## src/rtl/ofdu_pkg.sv

```systemverilog
`timescale 1ns / 1ps
// ----------------------------------------------------------------------------
// ofdu_pkg: shared types and constants of the frame buffer diff updater.
// Geometry, field widths, item kinds and the controller/datapath interface.
// ----------------------------------------------------------------------------
package ofdu_pkg;

	localparam int NUM_COLUMNS = 128;
	localparam int NUM_ROWS    = 64;
	localparam int NUM_PAIRS   = NUM_COLUMNS / 2;
	localparam int COL_W       = $clog2(NUM_COLUMNS);
	localparam int ROW_W       = $clog2(NUM_ROWS);
	localparam int PAIR_W      = $clog2(NUM_PAIRS);
	// One memory word holds a column pair: even column low, odd column high.
	localparam int WORD_W      = 2 * NUM_ROWS;
	localparam int BIT_W       = ROW_W + 1;

	localparam int IN_DATA_W   = 16;
	localparam int OUT_DATA_W  = 24;

	localparam logic [3:0] NIBBLE_ON = 4'hF;

	typedef enum logic [2:0] {
		KIND_POKE   = 3'd0,
		KIND_PEEK   = 3'd1,
		KIND_CLEAR  = 3'd2,
		KIND_RENDER = 3'd3,
		KIND_FRAME  = 3'd4
	} kind_t;

	localparam logic RES_ROW  = 1'b0;
	localparam logic RES_PEEK = 1'b1;

	typedef enum logic [1:0] {
		ST_IDLE,
		ST_READ,
		ST_SCAN
	} state_t;

	typedef struct packed {
		logic accept;
		logic clear_draw;
		logic swap;
		logic write_back;
		logic load_peek;
		logic load_scan;
		logic emit_row;
		logic skip_row;
	} cmd_t;

	typedef struct packed {
		kind_t kind;
		logic  out_free;
		logic  cur_bit;
		logic  mask_zero;
	} status_t;

endpackage

```

## src/rtl/ofdu_ctrl.sv

```systemverilog
`timescale 1ns / 1ps
// ----------------------------------------------------------------------------
// ofdu_ctrl: sequencing state machine.
// Accepts one word at a time, waits on the memory read and steps the row scan.
// ----------------------------------------------------------------------------
module ofdu_ctrl (
	input  logic              clk,
	input  logic              arst_n,
	input  logic              s_tvalid,
	input  ofdu_pkg::kind_t   in_kind,
	input  ofdu_pkg::status_t st,
	output logic              s_tready,
	output ofdu_pkg::cmd_t    cmd
);
	import ofdu_pkg::*;

	state_t state_q;
	state_t state_d;

	always_ff @(posedge clk or negedge arst_n) begin
		if (!arst_n) begin
			state_q <= ST_IDLE;
		end else begin
			state_q <= state_d;
		end
	end

	always_comb begin
		state_d = state_q;
		case (state_q)
			ST_IDLE: begin
				if (s_tvalid) begin
					case (in_kind)
						KIND_POKE, KIND_PEEK, KIND_RENDER: state_d = ST_READ;
						default:                           state_d = ST_IDLE;
					endcase
				end
			end
			ST_READ: begin
				case (st.kind)
					KIND_PEEK:   state_d = st.out_free ? ST_IDLE : ST_READ;
					KIND_RENDER: state_d = ST_SCAN;
					default:     state_d = ST_IDLE;
				endcase
			end
			ST_SCAN: begin
				if (st.mask_zero) begin
					state_d = ST_IDLE;
				end
			end
			default: state_d = ST_IDLE;
		endcase
	end

	always_comb begin
		cmd      = '0;
		s_tready = 1'b0;
		case (state_q)
			ST_IDLE: begin
				s_tready       = 1'b1;
				cmd.accept     = s_tvalid;
				cmd.clear_draw = s_tvalid && (in_kind == KIND_CLEAR);
				cmd.swap       = s_tvalid && (in_kind == KIND_FRAME);
			end
			ST_READ: begin
				cmd.write_back = (st.kind == KIND_POKE);
				cmd.load_peek  = (st.kind == KIND_PEEK) && st.out_free;
				cmd.load_scan  = (st.kind == KIND_RENDER);
			end
			ST_SCAN: begin
				if (!st.mask_zero) begin
					cmd.emit_row = st.cur_bit && st.out_free;
					cmd.skip_row = !st.cur_bit;
				end
			end
			default: begin
				s_tready = 1'b0;
			end
		endcase
	end

endmodule

```

## config.mk

```make
export PLATFORM = sky130hd
export DESIGN_NAME = ofdu_ctrl
export DESIGN_NICKNAME = d
export VERILOG_FILES = /design/src/rtl/ofdu_pkg.sv /design/src/rtl/ofdu_ctrl.sv
export SDC_FILE = /design/constraint.sdc
export NUM_CORES = 1
export LEC_CHECK = 0
export ABC_AREA = 1
export BUFFER_PORTS_ARGS = -buffer_cell sky130_fd_sc_hd__buf_2
export CAP_MARGIN = 25
export CORE_AREA = 2 2 39 41
export DETAILED_ROUTE_END_ITERATION = 12
export DIE_AREA = 0 0 41 43
export GPL_ROUTABILITY_DRIVEN = 0
export PLACE_DENSITY = 0.47
export RECOVER_POWER = 50
export SLEW_MARGIN = 0
export SYNTH_ARGS = -nofsm -noshare
export SYNTH_HDL_FRONTEND = slang
export SYNTH_SLANG_ARGS = --single-unit
```

## constraint.sdc

```tcl
create_clock -name clk -period 2.2 [get_ports clk]
set_clock_uncertainty 0.05 [all_clocks]
set_input_delay 0.11 -clock clk [delete_from_list [all_inputs] [get_ports clk]]
set_output_delay 0.11 -clock clk [all_outputs]
set_load 0.02 [all_outputs]
```

# [Yosys cells after proc, flatten, opt, wreduce, memory -nomap -nowiden]
# Cells that the tools add are included.
[word_totals] inputBits=12 out_inout_bits=9 reg_bits=2 word_cells=32
[op_classes] n_reduce_logical=10 eq_ne=10 mux=11
[ops] cell="== test 3 x 2 -> 1 bit, second input constant" n=3
[ops] cell="two-way mux 2 bit" n=4
[ops] cell="== test 3 x 1 -> 1 bit, second input constant" n=2
[ops] cell="zero test 3 bit" n=2
[ops] cell="two-way mux 3 bit" n=2
[ops] cell="case mux 2 bit (3 select lines)" n=1
[ops] cell="logical AND 1 bit" n=4
[ops] cell="inequality test 2 bit, second input constant" n=2
[ops] cell="case mux 2 bit (2 select lines)" n=1
[ops] cell="== test 3 bit, second input constant" n=1
[ops] cell="two-way mux 1 bit" n=3
[ops] cell="OR reduction 3 bit" n=1
[ops] cell="== test 2 x 1 -> 1 bit, second input constant" n=1
[ops] cell="== test 2 bit, second input constant" n=1
[ops] cell="zero test 2 bit" n=1
[ops] cell="AND reduction 2 bit" n=1
[ops] cell="zero test 1 bit" n=1

# [Logic depth before layout (Yosys ltp)]
[depth] depth_word=5 ltp_mapped=5 mapped_depth_nobuf=5

# [Least setup slack after synthesis]
# Ideal clock, no wire load.
[synth_timing] kind="flip-flop to output port" start="reg state_q[0]" end="out cmd[5] (netlist name)" required_time_ns=2.040 n_path_buf=0 t_arrival_ns=1.120 setup_slack_ns=0.920 path_stages_with_launch=4 path_cell_list="dfrtp_1 -> nor2_2 -> nand2_1 -> nor2_1"
[synth_lines] element="from (decl)" line="ofdu_ctrl.sv:17" rtl="state_t state_q;"
[synth_lines] element="from (signal assigned)" line="ofdu_ctrl.sv:24" rtl="state_q <= state_d;"
[synth_lines] element="to (decl)" line="ofdu_ctrl.sv:13" rtl="output ofdu_pkg::cmd_t cmd"

==> results.md <==
Timing:
- Timing would allow up to approximately 0.7 GHz.
- The final worst-path cycle share is 65.4%.
- The final critical-path required period is between 1 and 1.5 ns.
- Measured against its own limit, the worst slew margin works out to around 83%.
- Setup repair after global routing left no endpoint under its margin.
- The hold violation count in the final report came to 0.
- Setup violations remaining at the end of the flow were counted as 0.
- After routing, the total negative slack on setup checks comes to 0 ns.
- Once routing completed, OpenROAD measured the worst setup slack at between 0.7 and 0.8 ns.
- The pin slew with the least headroom to its limit is 0.252 ns.
- The number of pins exceeding their max-slew limit in the final report is 0.

Power:
- The largest voltage drop on the vdd net is roughly 0.18 mV.
- Registers are responsible for approximately a quarter of the overall power.
- For this design the total switching power over the nets is approximately 54 uW.
- The analysis attributes to cell leakage a power of just under 0.0002 uW.
- The clock network is responsible for a little under half of the overall power.
- The combinational share of power is between 20% and 30%.
- In this run switching power makes up between 30% and 40% of total power.
- The power per unit of standard cell area is ~480 nW/um^2.
- The internal portion of the total power is 120 uW.

Worst setup path:
- The required time of the critical path is between 2 and 2.5 ns.
- The number of cells on the worst reg-to-reg path is 5.
- The endpoint identified for the worst register-to-register timing path is state_q[0]$_DFFE_PN0P_.
- The worst register-to-register path begins at state_q[1]$_DFFE_PN0P_.
- The largest fanout on the critical path is 3.
- The sort of element at the end of the critical path is an output port.
- The setup path with the least slack is of type flip-flop to output port.
- The worst setup path is launched from a flip-flop.
- The data arrival time of the critical path is approximately 1.3 ns.
- Setup slack on the worst reg-to-reg path comes out at roughly 1.2 ns.

Global route:
- The number of antenna violations at the first check in global routing is 0.
- The residual overflow from global routing is 0.
- The number of global-route vias before repair came to around 230.
- Entering global routing, the biggest net connects 5 pins.
- Global routing used about 7.4% of the available tracks.
- The first global-routing pass estimated just over 800 um of wire.

Clock network:
- The total clock buffers created by CTS is 3.
- The buffer count from post-CTS setup fixing is 0.
- TritonCTS built the clock tree.
- The maximum clock insertion buffer count is 2.
- The post-cts gate resize count is 0.
- The clock transition at the registers of the reported paths is roughly 0.03 ns.
- The tree built by TritonCTS fans out to 2 sinks.
- The post-cts hold buffer count is 1.
- In this run the clock root is driven by a clkbuf_4.
- For the worst-skew pair, the clock arrives at the later sink with an insertion delay of roughly 0.22 ns.
- The maximum level of the CTS H-tree is 1.

Routing:
- The number of vias per cell is ~3.8.
- For this block, the routed nets add up to 573 um of wire.
- The post-route DRC violation count is 0.
- The routed layout has 281 vias.
- For this run, the detailed router's first-pass iteration total came to 1.
- The number of nets with antenna violations after detailed routing is 0.
- After detailed routing, the average wire length per cell comes to slightly below 8 um.
- The detailed router's first-iteration violation count is 0.

Final layout:
- The number of antenna diodes in the final layout is 0.
- The most common library cell in the layout ignoring fill and taps is buf_2.
- The top register by number of flip-flops is state_q.
- The flip-flop count of the largest register, all copies and words added is 2.
- The number of nets at the end of the flow is 72.
- The finished cells cover between 300 and 400 um^2.
- The largest registers in the layout are state_q: 2 flops.
- The fraction of layout cells with a size suffix above 1 is around half.
- The finished layout holds 74 standard cells, fillers aside.
- Compared with the post-synthesis result, the final layout area differs by 64.6%.
- The top cell types in the final layout, fill and taps aside, are buf_2 (17), nor2_1 (8), nand2_1 (6).

Hold path:
- Along the worst hold path, the cell count comes to 3.
- The worst hold path begins at s_tvalid.
- The path with the worst hold slack has its endpoint at state_q[0]$_DFFE_PN0P_.
- The classification of the worst-slack hold path is input port to flip-flop.

Yosys:
- In this run the mean area of a mapped cell was 6.44 um^2.
- The netlist area before placement is 219 um^2.
- The portion of the post-synthesis area used by sequential elements is approximately 23%.
- During synthesis, Yosys emitted a total of 0 warnings.
- Synthesis produced a netlist with a net count of 46.
- The number of distinct library cells after synthesis is 15.
- Synthesis produced 34 cells.
- After synthesis the netlist holds a flip-flop and latch count of 2.

Flow run:
- Max-cap violations in this run came to 0.

Place:
- Counting tap cells, the placed design contains a total of 70 instances.
- The detailed-placement wirelength estimate is around 480 um.
- At the placement stage, the worst setup path has a slack of 1.08 ns.
- Port buffering added 20 buffers.
- In this run the cell area measured after placement is 339 um^2.

Floorplan:
- Pin placement for this block handled 21 I/O pins.
- The die outline width is 41 um.
- Once the floorplan was initialized, standard cells occupied 15.8% of the core.
- The area enclosed by the die boundary is 1760 um^2.
- After floorplanning, the core was divided into 14 placement rows.
- The core outline area is approximately 1400 um^2.
- The die height is around 43 um.

Run status:
- The run finished with clean final reports.
kinds of logic after synthesis:
logic type      Yosys count  share of synthesized area, %
simple gates             23                          58.3
buf+inv                   6                          10.3
compound gates            3                          8.57
flops                     2                          22.9
how the worst max path moves through the flow:
| stage | from | end | cells after the start |
|---|---|---|---|
| final | state_q[1]$_DFFE_PN0P_ | cmd[4] | 6 |
| after global routing | state_q[1]$_DFFE_PN0P_ | cmd[4] | 6 |
| after CTS | state_q[1]$_DFFE_PN0P_ | cmd[4] | 6 |
| after detailed placement | state_q[1]$_DFFE_PN0P_ | cmd[4] | 6 |
| after global placement | state_q[0]$_DFFE_PN0P_ | cmd[6] | 4 |
| after floorplan | state_q[0]$_DFFE_PN0P_ | cmd[5] | 3 |
synth_stat cells:
cell | instances | area share, %
dfrtp_1 | 2 | 23
inv_2 | 2 | 3.4
nor2_2 | 1 | 2.9
nand3_1 | 2 | 4.6
nor3_2 | 2 | 9.1
nor2_1 | 7 | 12
o21ai_0 | 1 | 2.3
nor2_4 | 1 | 5.1
nand3b_1 | 1 | 3.4
nand2_1 | 6 | 10
nand2_2 | 2 | 5.7
nand3b_2 | 1 | 5.1
o21ai_1 | 1 | 2.3
inv_1 | 4 | 6.9
a21oi_2 | 1 | 4.0
power groups by stage:
stage | Clock, uW | Combinational (uW) | Sequential (uW)
floorplan | 0 | 31.6 | 42.1
global placement | 0 | 53.7 | 42.4
detailed placement | 0 | 53.7 | 42.4
CTS | 87.9 | 55.3 | 42.0
global route | 88.8 | 57.7 | 42.2
finish | 81.2 | 51.6 | 42.0
area by class of cell:
type	instances	area, um^2
fill	168	1020
sequential	2	50.0
multi-input combinational	26	139
timing repair buffer	21	106
inverter	6	22.5
tap	16	20.0
clock buffer	3	22.5
critical path, stage by stage (launching register included):
cell and delay, ns:
dfrtp_1 0.40, inv_2 0.08, nand2_2 0.06, nor2_1 0.19, inv_2 0.06, nor3_2 0.09, buf_2 0.18
per-stage QoR:
stage	power, uW	utilization, %	hold WS [ns]
6_report	175	26.0	0.130
3_3_place_gp	96.1	24.5	-0.148
5_1_grt	189	26.0	0.141
3_5_place_dp	96.0	24.5	-0.149
4_1_cts	185	26.9	0.122
2_1_floorplan	73.7	-	-0.236
metal layers:
metal	track usage [%]	share of wire [%]	vias up	wire (um)
met4	6.00	0	0	0
li1	-	-	154	-
met1	8.68	42	112	240
met2	10.0	44	15	252
met5	0	0	-	0
met3	3.14	14	0	80
Power figures use the tool's default switching activity.
